<file path="src/design/ssa_pkg.sv">
// Shared types, constants and helper functions of the scanline span accumulator.
package ssa_pkg;

	localparam int MAX_WIDTH  = 2048;
	localparam int MAX_HEIGHT = 1024;

	localparam int POS_W      = 16;
	localparam int FW_W       = 12;
	localparam int FH_W       = 11;
	localparam int COL_W      = $clog2(MAX_WIDTH);
	localparam int ROW_W      = $clog2(MAX_HEIGHT);
	localparam int ENTRY_W    = 1 + 2 * COL_W;
	localparam int CFG_IDX_W  = 1;
	localparam int CFG_DATA_W = 12;
	localparam int LEFT_W     = 12;
	localparam int RIGHT_W    = 11;
	localparam int ROW_LOW_W  = 11;
	localparam int ROW_HIGH_W = 10;

	localparam logic [CFG_IDX_W-1:0] REG_FRAME_WIDTH  = 1'd0;
	localparam logic [CFG_IDX_W-1:0] REG_FRAME_HEIGHT = 1'd1;

	localparam logic [FW_W-1:0] FRAME_WIDTH_RESET  = 12'd2048;
	localparam logic [FH_W-1:0] FRAME_HEIGHT_RESET = 11'd1024;

	typedef enum logic [1:0] {
		KIND_PLOT  = 2'd0,
		KIND_READ  = 2'd1,
		KIND_CLEAR = 2'd2
	} kind_t;

	typedef enum logic [1:0] {
		ST_IDLE   = 2'd0,
		ST_LOOKUP = 2'd1,
		ST_SWEEP  = 2'd2
	} state_t;

	typedef struct packed {
		logic capture;
		logic clear_start;
		logic plot_wr;
		logic load_out;
		logic sweep_wr;
	} ssa_cmd_t;

	typedef struct packed {
		logic is_plot;
		logic out_busy;
		logic sweep_last;
	} ssa_status_t;

	function automatic logic [FW_W-1:0] eff_width(input logic [FW_W-1:0] w);
		logic [FW_W-1:0] r;
		r = w;
		if (w == '0)
			r = FW_W'(1);
		else if (w > FW_W'(MAX_WIDTH))
			r = FW_W'(MAX_WIDTH);
		return r;
	endfunction

	function automatic logic [FH_W-1:0] eff_height(input logic [FH_W-1:0] h);
		logic [FH_W-1:0] r;
		r = h;
		if (h == '0)
			r = FH_W'(1);
		else if (h > FH_W'(MAX_HEIGHT))
			r = FH_W'(MAX_HEIGHT);
		return r;
	endfunction

	function automatic logic [COL_W-1:0] clamp_col(input logic [POS_W-1:0] x,
		input logic [FW_W-1:0] w);
		logic [COL_W-1:0] r;
		if (x[POS_W-1])
			r = '0;
		else if (x >= POS_W'(w))
			r = COL_W'(w - FW_W'(1));
		else
			r = COL_W'(x);
		return r;
	endfunction

	function automatic logic row_in_frame(input logic [POS_W-1:0] y,
		input logic [FH_W-1:0] h);
		return !y[POS_W-1] && (y < POS_W'(h));
	endfunction

endpackage

</file>
<file path="src/design/ssa_ctrl.sv">
// Controller state machine: item acceptance, span lookup/update and clearing pass.
module ssa_ctrl (
	input  logic                 clk,
	input  logic                 arst_n,
	input  logic                 in_valid,
	input  logic [1:0]           in_kind,
	output logic                 in_ready,
	input  ssa_pkg::ssa_status_t status,
	output ssa_pkg::ssa_cmd_t    cmd
);

	ssa_pkg::state_t state_q;
	ssa_pkg::state_t state_d;

	always_ff @(posedge clk or negedge arst_n) begin
		if (!arst_n)
			state_q <= ssa_pkg::ST_SWEEP;
		else
			state_q <= state_d;
	end

	always_comb begin
		state_d = state_q;
		case (state_q)
			ssa_pkg::ST_IDLE: begin
				if (in_valid) begin
					case (in_kind)
						ssa_pkg::KIND_PLOT:  state_d = ssa_pkg::ST_LOOKUP;
						ssa_pkg::KIND_READ:  state_d = ssa_pkg::ST_LOOKUP;
						ssa_pkg::KIND_CLEAR: state_d = ssa_pkg::ST_SWEEP;
						default:             state_d = ssa_pkg::ST_IDLE;
					endcase
				end
			end
			ssa_pkg::ST_LOOKUP: begin
				if (status.is_plot || !status.out_busy)
					state_d = ssa_pkg::ST_IDLE;
			end
			ssa_pkg::ST_SWEEP: begin
				if (status.sweep_last)
					state_d = ssa_pkg::ST_IDLE;
			end
			default: state_d = ssa_pkg::ST_IDLE;
		endcase
	end

	always_comb begin
		in_ready        = 1'b0;
		cmd.capture     = 1'b0;
		cmd.clear_start = 1'b0;
		cmd.plot_wr     = 1'b0;
		cmd.load_out    = 1'b0;
		cmd.sweep_wr    = 1'b0;
		case (state_q)
			ssa_pkg::ST_IDLE: begin
				in_ready        = 1'b1;
				cmd.capture     = in_valid;
				cmd.clear_start = in_valid && (in_kind == ssa_pkg::KIND_CLEAR);
			end
			ssa_pkg::ST_LOOKUP: begin
				cmd.plot_wr  = status.is_plot;
				cmd.load_out = !status.is_plot && !status.out_busy;
			end
			ssa_pkg::ST_SWEEP: begin
				cmd.sweep_wr = 1'b1;
			end
			default: begin
				in_ready = 1'b0;
			end
		endcase
	end

endmodule

</file>
<file path="config.mk">
export PLATFORM = sky130hd
export DESIGN_NAME = ssa_ctrl
export DESIGN_NICKNAME = d
export VERILOG_FILES = /design/src/design/ssa_pkg.sv /design/src/design/ssa_ctrl.sv
export SDC_FILE = /design/constraint.sdc
export NUM_CORES = 1
export LEC_CHECK = 0
export ABC_AREA = 0
export BUFFER_PORTS_ARGS = -buffer_cell sky130_fd_sc_hd__buf_2
export CAP_MARGIN = 20
export CORE_AREA = 3 3 40 42
export CTS_BUF_LIST = sky130_fd_sc_hd__clkbuf_2
export DETAILED_ROUTE_END_ITERATION = 10
export DIE_AREA = 0 0 43 45
export SYNTH_ARGS = -nofsm -noshare
export SYNTH_HDL_FRONTEND = slang
export SYNTH_SLANG_ARGS = --single-unit
</file>
<file path="constraint.sdc">
create_clock -name clk -period 1.1 [get_ports clk]
set_clock_uncertainty 0.1 [all_clocks]
set_input_delay 0.11 -clock clk [delete_from_list [all_inputs] [get_ports clk]]
set_output_delay 0.11 -clock clk [all_outputs]
set_load 0.005 [all_outputs]
</file>
-- Word-level counts from Yosys, hierarchy flattened
Index checks and enable logic that the tools add are counted.
W data, S select, Z words.
- input port bits: 8
- logic and storage cells: 26
- flip-flop bits (word level): 2
- reduce and logical (&&, ||, !) cells: 9
- equality and inequality tests: 7
- mux-type cells: 9
- operator list (cell ; number):
    $mux W2 ; 5
    $ne A2 B2 Y1 const B ; 3
    $pmux W2 S3 ; 1
    $eq A2 B1 Y1 const B ; 2
    $eq A2 B2 Y1 const B ; 2
    $logic_not A2 Y1 ; 2
    $pmux W2 S2 ; 1
    $reduce_and A3 Y1 ; 1
    $logic_and A1 B1 Y1 ; 2
    $logic_not A1 Y1 ; 2
    $mux W1 ; 2
    $reduce_or A2 Y1 ; 1
    $logic_or A1 B1 Y1 ; 1

-- Logic depth before layout (Yosys ltp)
Gate-level depths: netlist of run 1.
- depth after elaboration: 5
- depth in mapped cells: 2

-- Worst setup path before layout of run 1
Ideal clock, no wire load.
- kind: register -> output
- start point: register state_q[0]
- end point: output cmd[3] in the netlist's numbering
- buffers on the path: 0
- arrival time: 0.893 ns
- slack: -0.003 ns
- stages on the path, launching flop included: 3
- required time: 0.890 ns
- path through: dfrtp_1 nor3b_1 and3b_1
- RTL lines (item ; RTL line ; RTL):
    start: declaration ; ssa_ctrl.sv:12 ; ssa_pkg::state_t state_q;
    start signal: assignment ; ssa_ctrl.sv:17 ; state_q <= ssa_pkg::ST_SWEEP;
    start signal: assignment ; ssa_ctrl.sv:19 ; state_q <= state_d;
    end: declaration ; ssa_ctrl.sv:9 ; output ssa_pkg::ssa_cmd_t cmd

==> reports/qor.json, run 1 <==
{
  "design.core.area_um2": 1280,
  "timing.reg2reg.setup_slack_ns": -0.13,
  "remaining_drc_errors": 0,
  "timing.final.crit_period_ns": 1.30,
  "power.density_cell_area_nw_per_um2": 1070,
  "timing.rr.start": "state_q[0]",
  "synth.distinct_cells": 13,
  "worst_slew_margin_rel_pct": 88.1,
  "cts_num_sinks": 2,
  "post_synth_instance_area_um2": 149,
  "maxClockFrequency_ghz": 0.772,
  "grt_pass1_vias": 198,
  "dieHeight_um": 45,
  "postSynthRegisterBits": 2,
  "first_iter_violations": 0,
  "detailedRoute.firstPassIterationCount": 1,
  "finalWeightedCongestion": 0.573,
  "min_path_cells": 3,
  "detailedPlacementHpwl_um": 343,
  "first_pass_grt_wire_length_um": 752,
  "antenna_found_initial": 0,
  "synth_seq_area_share_pct": 34.5,
  "peakVddDrop_uv": 266,
  "number_of_nets_in_the_layout": 45,
  "syn-num-nets": 22,
  "largest_register_ffs": 2,
  "final_hold_viol_count": 0,
  "wl_um": 445,
  "overflow": 0,
  "layout.cells.non_filler": 51,
  "cp_data_arrival_time_ns": 1.09,
  "timing.hold.ws_ns": 0.0428,
  "die_area_um2": 1940,
  "synth_edf_count": 0,
  "synthCells": 14,
  "port-buffer-count": 13,
  "asyncSetResetFlopFracSynth_pct": 100,
  "clkSlewWorstSetupHoldPaths_ns": 0.03,
  "syn_avg_cell_area_um2": 10.6,
  "post-route-util_pct": 24.5,
  "type_of_origin_of_the_critical_path": "register",
  "area_delta_synth_final_pct": 112,
  "top_reg_by_flops": "state_q",
  "clock_tree_from_tritoncts": "built",
  "io-pin-count": 14,
  "synth_most_common_cell": "a21oi_1",
  "critPathRequiredTime_ns": 0.89,
  "post-place-cells": 44,
  "max_cap_violations": 0,
  "post-route-period-util_pct": 118,
  "regToRegEndpoint": "state_q[0]",
  "cell_taking_the_most_area_after_synthesis": "dfstp_2",
  "setup_viol": 7,
  "static_leak_nw": 0.161,
  "dr_total_vias": 191,
  "drtAntennaViolNets": 0,
  "cts-htree-levels": 1,
  "fp-row-count": 13,
  "antenna-diode-count": 0,
  "synth_area_leaders": "dfstp_2, dfrtp_1, nor4b_2",
  "clock_path_buffers": 2,
  "routed_wire_length_per_instance_um": 8.73,
  "type_of_the_setup_path_with_the_least_slack": "reg -> out",
  "critPathCaptureType": "primary output",
  "hold_path.class": "in -> reg",
  "yosys_warnings": 0,
  "setup_repair_after_global_routing_missed_its_margin": "true",
  "vias_per_cell": 3.75,
  "min_delay_worst_endpoint": "state_q[1]",
  "floorplan.initialDensity_pct": 11.6,
  "tritoncts_buffers": 3,
  "ff2ff_path_depth": 3,
  "die_x_um": 43,
  "ys_dominant_reg_cell": "dfstp_2",
  "cp_max_fo": 6,
  "post_route_cells_drive_above_1_share_pct": 80.6,
  "cts_root_buf": "clkbuf_2",
  "violated_checks": "setup timing",
  "grt_max_degree": 7,
  "final.setup.worst_slack_ns": -0.195,
  "reg.largest.list": "state_q (2)",
  "grt_usage_pct": 5.83,
  "min_from": "status[0]",
  "run_status": "complete, but fails checks",
  "worstMarginPinSlew_ns": 0.179,
  "clock_latency_ns": 0.19,
  "yosysTopAreaCellShare_pct": 17.6,
  "final_max_slew_viol_count": 0
}
## metal layers
layer | wire length, um | up-vias | track usage (%)
met1 | 152 | 86 | 4.82
met5 | 0 | - | 0
met3 | 53 | 0 | 3.59
li1 | - | 97 | -
met4 | 0 | 0 | 7.23
met2 | 238 | 8 | 8.68
## timing repair
item | in CTS | in global routing
cloned | 0 | 0
pin swaps | 4 | 2
buffers inserted | 1 | 1
gates resized for setup | 2 | 3
hold buffers | 1 | 0
endpoints found under the setup margin | 7 | 8
hold endpoints to repair | 2 | 0
## area by class of cell
type / instances / area [um^2]
clock buffer: 4 / 20.0
fill: 153 / 970
multi-input combinational: 12 / 109
sequential: 2 / 52.6
tap: 15 / 18.8
timing repair buffer: 18 / 115
## worst max-delay path by stage
stage	start	to	slack, ns
global placement	state_q[0]	state_q[0]	-0.03
floorplan	state_q[0]	state_q[0]	0.03
finish	state_q[1]	cmd[2]	-0.20
detailed placement	state_q[0]	state_q[0]	-0.03
global route	state_q[0]	cmd[3]	-0.27
CTS	state_q[1]	cmd[2]	-0.22
## cells in the final DEF, fill, tap and decap left out, drive strengths merged
| cell type | instances |
|---|---|
| a21oi | 2 |
| and2b | 1 |
| and3b | 2 |
| buf | 17 |
| clkbuf | 4 |
| dfrtp | 1 |
| dfstp | 1 |
| dlygate4sd3 | 1 |
| nand2b | 1 |
| nand3b | 1 |
| nand4bb | 1 |
| nor2 | 1 |
| nor3b | 1 |
| nor4b | 1 |
| or3b | 1 |
## cells by family (layout without fill, tap and decap cells)
family          after synthesis  count (layout)  share of synthesized area, %
compound gates                2               2                          6.72
simple gates                 10              10                          58.8
buf+inv                       0              22                             0
flops                         2               2                          34.5
## critical path: stages (launching register included)
cell and delay (ns):
dfstp_2 0.57, and3b_2 0.21, buf_2 0.12
## metrics by stage
stage | setup TNS, ns | total power (W) | setup WS, ns | instance area, um^2
floorplan | 0 | 0.000123 | 0.0347 | 154
global route | -1.53 | 0.000376 | -0.273 | 315
finish | -1.02 | 0.000337 | -0.195 | 315
global placement | -0.0447 | 0.000168 | -0.0338 | 253
CTS | -1.04 | 0.000333 | -0.217 | 295
detailed placement | -0.0447 | 0.000169 | -0.0293 | 253
## report_power, final
group,switching [W],leakage (nW),internal [W]
clock,0.0000469,0.0166,0.0000956
sequential,0.0000103,0.0221,0.0000836
combinational,0.0000328,0.123,0.0000673
total,0.0000900,0.161,0.000247
Power figures use the tool's default switching activity.
==> run 2, diff against run 1 <==
CORE_AREA = 2 2 39 41   (was 3 3 40 42)
DIE_AREA = 0 0 41 43   (was 0 0 43 45)
SKIP_CTS_REPAIR_TIMING = 1   (was unset)
==> run 2 against run 1 <==
The run still ends with setup timing left; combinational power down 6%; register-to-register slack better by 0.13 ns; worst hold slack got worse by 0.0071 ns; worst setup slack got worse by 0.013 ns; flip-flop and latch count unchanged; total power down 2.0%; count of clock-buffer cells in the layout did not move; cell area decreased by 0.79%; largest power group unchanged.
==> reports/qor.json, run 2 (synthesized netlist as in run 1, its figures left out) <==
{
  "antenna-diode-count": {"value": 0, "change": "unchanged"},
  "setup_viol": {"value": 7, "change": "unchanged"},
  "number_of_nets_in_the_layout": {"value": 45, "change": "unchanged"},
  "die_area": {"value": 1760, "unit": "um^2", "change": "-8.9%"},
  "min_path_cells": {"value": 3, "change": "unchanged"},
  "tritoncts_buffers": {"value": 3, "change": "unchanged"},
  "port-buffer-count": {"value": 13, "change": "unchanged"},
  "ff2ff_path_depth": {"value": 2, "change": "-1"},
  "timing.critical_path.from": "state_q[1]",
  "post-route-period-util": {"value": 119, "unit": "%", "change": "+1.2 points"},
  "routed_wire_length_per_instance": {"value": 8.04, "unit": "um", "change": "-7.9%"},
  "final_hold_viol_count": {"value": 0, "change": "unchanged"},
  "top_reg_by_flops": "state_q",
  "type_of_origin_of_the_critical_path": "register",
  "largest_register_ffs": {"value": 2, "change": "unchanged"},
  "timing.rr.start": "state_q[0]",
  "io-pin-count": {"value": 14, "change": "unchanged"},
  "violated_checks": "setup timing",
  "final_max_slew_viol_count": {"value": 0, "change": "unchanged"},
  "worst_slew_margin_rel": {"value": 88.8, "unit": "%", "change": "+0.77 points"},
  "cts_num_sinks": {"value": 2, "change": "unchanged"},
  "finalWeightedCongestion": {"value": 0.585, "change": "+2.0%"},
  "run_status": "complete, but fails checks",
  "fp-row-count": {"value": 14, "change": "+1"},
  "type_of_the_setup_path_with_the_least_slack": "reg -> out",
  "min_delay_worst_endpoint": "state_q[1]",
  "hold_path.class": "in -> reg",
  "die_x": {"value": 41, "unit": "um", "change": "-4.7%"},
  "cts-htree-levels": {"value": 1, "change": "unchanged"},
  "grt_max_degree": {"value": 8, "change": "+1"},
  "clock_tree_from_tritoncts": "built",
  "design.core.area": {"value": 1380, "unit": "um^2", "change": "+7.7%"},
  "regToRegEndpoint": "state_q[0]",
  "floorplan.initialDensity": {"value": 10.8, "unit": "%", "change": "-0.83 points"},
  "timing.reg2reg.setup_slack": {"value": 0, "unit": "ns", "change": "+0.13 ns"},
  "setup_repair_after_global_routing_missed_its_margin": "true",
  "first_pass_grt_wire_length": {"value": 634, "unit": "um", "change": "-16%"},
  "critPathRequiredTime": {"value": 0.89, "unit": "ns", "change": "about the same"},
  "first_iter_violations": {"value": 1, "change": "+1"},
  "final.setup.worst_slack": {"value": -0.208, "unit": "ns", "change": "-0.0129 ns"},
  "post_route_cells_drive_above_1_share": {"value": 75.0, "unit": "%", "change": "-5.6 points"},
  "cp_data_arrival_time": {"value": 1.10, "unit": "ns", "change": "about the same"},
  "grt_pass1_vias": {"value": 186, "change": "-6.1%"},
  "layout.cells.most_common_list": "buf_2, clkbuf_2, buf_4, buf_6",
  "worstMarginPinSlew": {"value": 0.167, "unit": "ns", "change": "-0.0115 ns"},
  "placement.cell_area": {"value": 254, "unit": "um^2", "change": "+0.50%"},
  "clock_latency": {"value": 0.19, "unit": "ns", "change": "about the same"},
  "dr_total_vias": {"value": 189, "change": "-1.0%"},
  "drtAntennaViolNets": {"value": 0, "change": "unchanged"},
  "remaining_drc_errors": {"value": 0, "change": "unchanged"},
  "grt_usage": {"value": 5.72, "unit": "%", "change": "-0.11 points"},
  "max_cap_violations": {"value": 0, "change": "unchanged"},
  "static_leak": {"value": 0.162, "unit": "nW", "change": "+0.13%"},
  "antenna_found_initial": {"value": 0, "change": "unchanged"},
  "cts_root_buf": "clkbuf_2",
  "maxClockFrequency": {"value": 0.764, "unit": "GHz", "change": "-0.99%"},
  "peakVddDrop": {"value": 292, "unit": "uV", "change": "+9.7%"},
  "overflow": {"value": 0, "change": "unchanged"},
  "power.density_cell_area": {"value": 1050, "unit": "nW/um^2", "change": "-1.2%"},
  "vias_per_cell": {"value": 3.63, "change": "-3.0%"},
  "wl": {"value": 418, "unit": "um", "change": "-6.1%"},
  "fin_tns_setup": {"value": -0.802, "unit": "ns", "change": "+0.219 ns"},
  "min_from": "status[0]",
  "area_delta_synth_final_pct": 110,
  "clkSlewWorstSetupHoldPaths": {"value": 0.03, "unit": "ns", "change": "about the same"},
  "cp_max_fo": {"value": 7, "change": "+1"},
  "critPathCaptureType": "primary output",
  "dieHeight": {"value": 43, "unit": "um", "change": "-4.4%"},
  "layout.cells.most_common": "buf_2",
  "reg.largest.list": "state_q (2)",
  "number_of_filler_cells_placed_in_the_layout": {"value": 166, "change": "+8.5%"},
  "timing.final.crit_period": {"value": 1.31, "unit": "ns", "change": "+0.0129 ns"},
  "clock_path_buffers": {"value": 2, "change": "unchanged"},
  "dpl_worst_slack": {"value": -0.0356, "unit": "ns", "change": "-0.00627 ns"},
  "finish.instance_area": {"value": 313, "unit": "um^2", "change": "-0.79%"},
  "detailedRoute.firstPassIterationCount": {"value": 2, "change": "+1"}
}
run 2: changes by cell type in the layout (fill, tap and decap cells not counted):
cell / change
or3b_4: -1
dfrtp_2: -1
or3b_1: +1
dfrtp_1: +1
run 2: stage by stage:
stage | power [W] | std cells | utilization (%) | hold WS [ns]
after floorplan | 0.000123 | 14 | - | -0.286
after global placement | 0.000168 | 45 | 18.4 | -0.204
after detailed placement | 0.000169 | 45 | 18.4 | -0.203
after CTS | 0.000323 | 49 | 19.8 | -0.428
after global routing | 0.000361 | 52 | 22.6 | 0.0223
final | 0.000330 | 52 | 22.6 | 0.0357
run 2: how the worst max path moves through the flow:
stage | to | slack, ns
6_report | cmd[2] | -0.21
3_5_place_dp | cmd[3] | -0.04
3_3_place_gp | cmd[3] | -0.02
5_1_grt | cmd[3] | -0.29
2_1_floorplan | state_q[0] | 0.03
4_1_cts | cmd[3] | -0.25
run 2: final cells by class:
cell class,instances,area (um^2),area share [%]
multi-input cells,12,106,34.0
well taps,16,20.0,6.40
clock buffers,4,20.0,6.40
flip-flops and latches,2,51.3,16.4
repair buffers,18,115,36.8
run 2: metal layers:
| metal | share of wire, % | vias up | wire [um] | global-route usage (%) |
|---|---|---|---|---|
| met3 | 8.1 | 0 | 34 | 3.14 |
| met4 | 0 | 0 | 0 | 6.00 |
| met5 | 0 | - | 0 | 0 |
| li1 | - | 98 | - | - |
| met1 | 40 | 85 | 167 | 5.77 |
| met2 | 52 | 6 | 216 | 7.50 |
run 2: critical path, stage by stage (launching register included):
cell,delay (ns)
dfstp_2,0.57
and3b_2,0.23
buf_6,0.11
run 2: where the power goes:
group | total (W) | internal (W) | switching [W]
combinational | 0.0000943 | 0.0000620 | 0.0000322
clock | 0.000144 | 0.0000957 | 0.0000479
sequential | 0.0000921 | 0.0000829 | 0.00000912
==> run 3, diff against run 2 <==
SKIP_CTS_REPAIR_TIMING = unset   (was 1)
==> run 3 against run 2 <==
The run still ends with setup timing left; non-clock buffer count up 1; die area unchanged; sequential share of layout area down 0.57 points; critical path type unchanged.
==> reports/qor.json, run 3 (synthesized netlist as in run 1, its figures left out) <==
{
  "run_status": "complete, but fails checks",
  "violated_checks": "setup timing",
  "finalWeightedCongestion": {"value": 0.585, "change": "unchanged"},
  "fin_tns_setup": {"value": -0.835, "unit": "ns", "change": "-0.0330 ns"},
  "antenna_found_initial": {"value": 0, "change": "unchanged"},
  "critPathCaptureType": "primary output",
  "switching_share": {"value": 27.3, "unit": "%", "change": "+0.30 points"},
  "type_of_the_setup_path_with_the_least_slack": "reg -> out",
  "power.share.clock": {"value": 42.6, "unit": "%", "change": "-0.9 points"},
  "remaining_drc_errors": {"value": 0, "change": "unchanged"},
  "number_of_nets_in_the_layout": {"value": 46, "change": "+2.2%"},
  "port-buffer-count": {"value": 13, "change": "unchanged"},
  "max_cap_violations": {"value": 0, "change": "unchanged"},
  "placement.cell_area": {"value": 254, "unit": "um^2", "change": "unchanged"},
  "p_seq_share": {"value": 27.2, "unit": "%", "change": "-0.7 points"},
  "cp_max_stage_delay": {"value": 0.57, "unit": "ns", "change": "about the same"},
  "power.net_switching": {"value": 0.0000921, "unit": "W", "change": "+3.3%"},
  "vias_per_cell": {"value": 3.72, "change": "+2.3%"},
  "layout.cells.most_common_list": "buf_2, clkbuf_2, buf_4, a21oi_2, buf_6",
  "die_area": {"value": 1760, "unit": "um^2", "change": "unchanged"},
  "worst_slew_margin_rel": {"value": 88.8, "unit": "%", "change": "unchanged"},
  "maxClockFrequency": {"value": 0.765, "unit": "GHz", "change": "about the same"},
  "clock_path_buffers": {"value": 2, "change": "unchanged"},
  "peakVddDrop": {"value": 293, "unit": "uV", "change": "+0.47%"},
  "detailedRoute.firstPassIterationCount": {"value": 2, "change": "unchanged"},
  "timing.critical_path.cells": "and3b_2, buf_6",
  "die_x": {"value": 41, "unit": "um", "change": "unchanged"},
  "final.setup.worst_slack": {"value": -0.208, "unit": "ns", "change": "+0.000583 ns"},
  "grt_usage": {"value": 6.22, "unit": "%", "change": "+0.50 points"},
  "dieHeight": {"value": 43, "unit": "um", "change": "unchanged"},
  "clock_tree_from_tritoncts": "built",
  "cts-htree-levels": {"value": 1, "change": "unchanged"},
  "overflow": {"value": 0, "change": "unchanged"},
  "cts_num_sinks": {"value": 2, "change": "unchanged"},
  "crit_slowest_cell": "dfstp_2",
  "finish.instance_area": {"value": 324, "unit": "um^2", "change": "+3.6%"},
  "tritoncts_buffers": {"value": 3, "change": "unchanged"},
  "hold_path.class": "in -> reg",
  "setup_viol": {"value": 7, "change": "unchanged"},
  "combinational_group_share_of_total_power": {"value": 30.2, "unit": "%", "change": "+1.6 points"},
  "final_max_slew_viol_count": {"value": 0, "change": "unchanged"},
  "static_leak": {"value": 0.167, "unit": "nW", "change": "+3.4%"},
  "first_iter_violations": {"value": 1, "change": "unchanged"},
  "grt_pass1_vias": {"value": 196, "change": "+5.4%"},
  "power.density_cell_area": {"value": 1040, "unit": "nW/um^2", "change": "-1.4%"},
  "worstMarginPinSlew": {"value": 0.167, "unit": "ns", "change": "-0.00000107 ns"},
  "reg.largest.list": "state_q (2)",
  "number_of_filler_cells_placed_in_the_layout": {"value": 164, "change": "-1.2%"},
  "type_of_origin_of_the_critical_path": "register",
  "critPathRequiredTime": {"value": 0.89, "unit": "ns", "change": "about the same"},
  "first_pass_grt_wire_length": {"value": 696, "unit": "um", "change": "+9.8%"},
  "antenna-diode-count": {"value": 0, "change": "unchanged"},
  "cp_data_arrival_time": {"value": 1.10, "unit": "ns", "change": "about the same"},
  "clock_latency": {"value": 0.19, "unit": "ns", "change": "about the same"},
  "cp_max_fo": {"value": 6, "change": "-1"},
  "p_int": {"value": 0.000245, "unit": "W", "change": "+1.7%"},
  "cts_root_buf": "clkbuf_2",
  "timing.final.crit_period": {"value": 1.31, "unit": "ns", "change": "-0.000583 ns"},
  "area_delta_synth_final_pct": 118,
  "clkSlewWorstSetupHoldPaths": {"value": 0.03, "unit": "ns", "change": "about the same"},
  "drtAntennaViolNets": {"value": 0, "change": "unchanged"},
  "wl": {"value": 443, "unit": "um", "change": "+6.0%"},
  "fp-row-count": {"value": 14, "change": "unchanged"},
  "top_reg_by_flops": "state_q",
  "grt_max_degree": {"value": 7, "change": "-1"},
  "post-route-period-util": {"value": 119, "unit": "%", "change": "about the same"},
  "floorplan.initialDensity": {"value": 10.8, "unit": "%", "change": "unchanged"},
  "post_route_cells_drive_above_1_share": {"value": 78.4, "unit": "%", "change": "+3.4 points"},
  "largest_register_ffs": {"value": 2, "change": "unchanged"},
  "setup_repair_after_global_routing_missed_its_margin": "true",
  "routed_wire_length_per_instance": {"value": 8.36, "unit": "um", "change": "+4.0%"},
  "dr_total_vias": {"value": 197, "change": "+4.2%"},
  "design.core.area": {"value": 1380, "unit": "um^2", "change": "unchanged"},
  "final_hold_viol_count": {"value": 0, "change": "unchanged"},
  "layout.cells.most_common": "buf_2",
  "io-pin-count": {"value": 14, "change": "unchanged"}
}
==> run 3: changes by cell type in the layout (fill, tap and decap cells not counted) <==
cell	previous run	this run
a21oi_2	1	2
a21oi_1	1	0
buf_4	3	4
==> run 3: path summary, 6_finish.rpt <==
path                       slack (ns)  cells after the start    endpoint        from
min reg2reg                      0.46                      2  state_q[1]  state_q[0]
max in group asynchronous        0.58                      2  state_q[1]      arst_n
max reg2reg                     -0.04                      4  state_q[1]  state_q[1]
min                              0.04                      3  state_q[1]   status[0]
max                             -0.21                      2      cmd[2]  state_q[1]
min in group asynchronous        0.13                      2  state_q[0]      arst_n
==> run 3: layer usage <==
| layer | track usage (%) | up-vias | wire length [um] |
|---|---|---|---|
| li1 | - | 101 | - |
| met1 | 6.09 | 90 | 174 |
| met2 | 8.75 | 6 | 234 |
| met3 | 3.14 | 0 | 34 |
| met4 | 6.00 | 0 | 0 |
| met5 | 0 | - | 0 |
==> run 3: per-stage QoR <==
stage	worst slack [ns]	utilization (%)	total power [W]	std cells	hold slack, ns
6_report	-0.208	23.4	0.000337	53	0.0450
5_1_grt	-0.283	23.4	0.000368	53	0.0276
4_1_cts	-0.222	21.9	0.000337	52	0.0246
3_5_place_dp	-0.0356	18.4	0.000169	45	-0.203
3_3_place_gp	-0.0237	18.4	0.000168	45	-0.204
2_1_floorplan	0.0347	-	0.000123	14	-0.286
==> run 3: area by class of cell <==
cell class / count / area, um^2 / share of cell area (%)
repair buffers: 19 / 123 / 37.8
well taps: 16 / 20.0 / 6.18
clock buffers: 4 / 20.0 / 6.18
multi-input cells: 12 / 110 / 34.0
flip-flops and latches: 2 / 51.3 / 15.8
==> run 3: timing repair <==
item	CTS	global route
resized for setup	1	3
hold buffers	1	0
hold endpoints to repair	2	0
setup endpoints to repair	6	8
buffers inserted	2	1
pin swaps	4	3
==> run 3: worst max-delay path, delay by kind of cell (launching register included) <==
kind          cells  cell delay [ns]
flops             1             0.57
buf+inv           1             0.11
simple gates      1             0.23
==> run 3: power groups by stage <==
| stage | combinational [W] | sequential [W] | clock [W] |
|---|---|---|---|
| floorplan | 0.0000294 | 0.0000937 | 0 |
| global route | 0.000111 | 0.0000932 | 0.000164 |
| CTS | 0.0000908 | 0.0000914 | 0.000155 |
| global placement | 0.0000753 | 0.0000924 | 0 |
| finish | 0.000102 | 0.0000916 | 0.000144 |
| detailed placement | 0.0000762 | 0.0000926 | 0 |
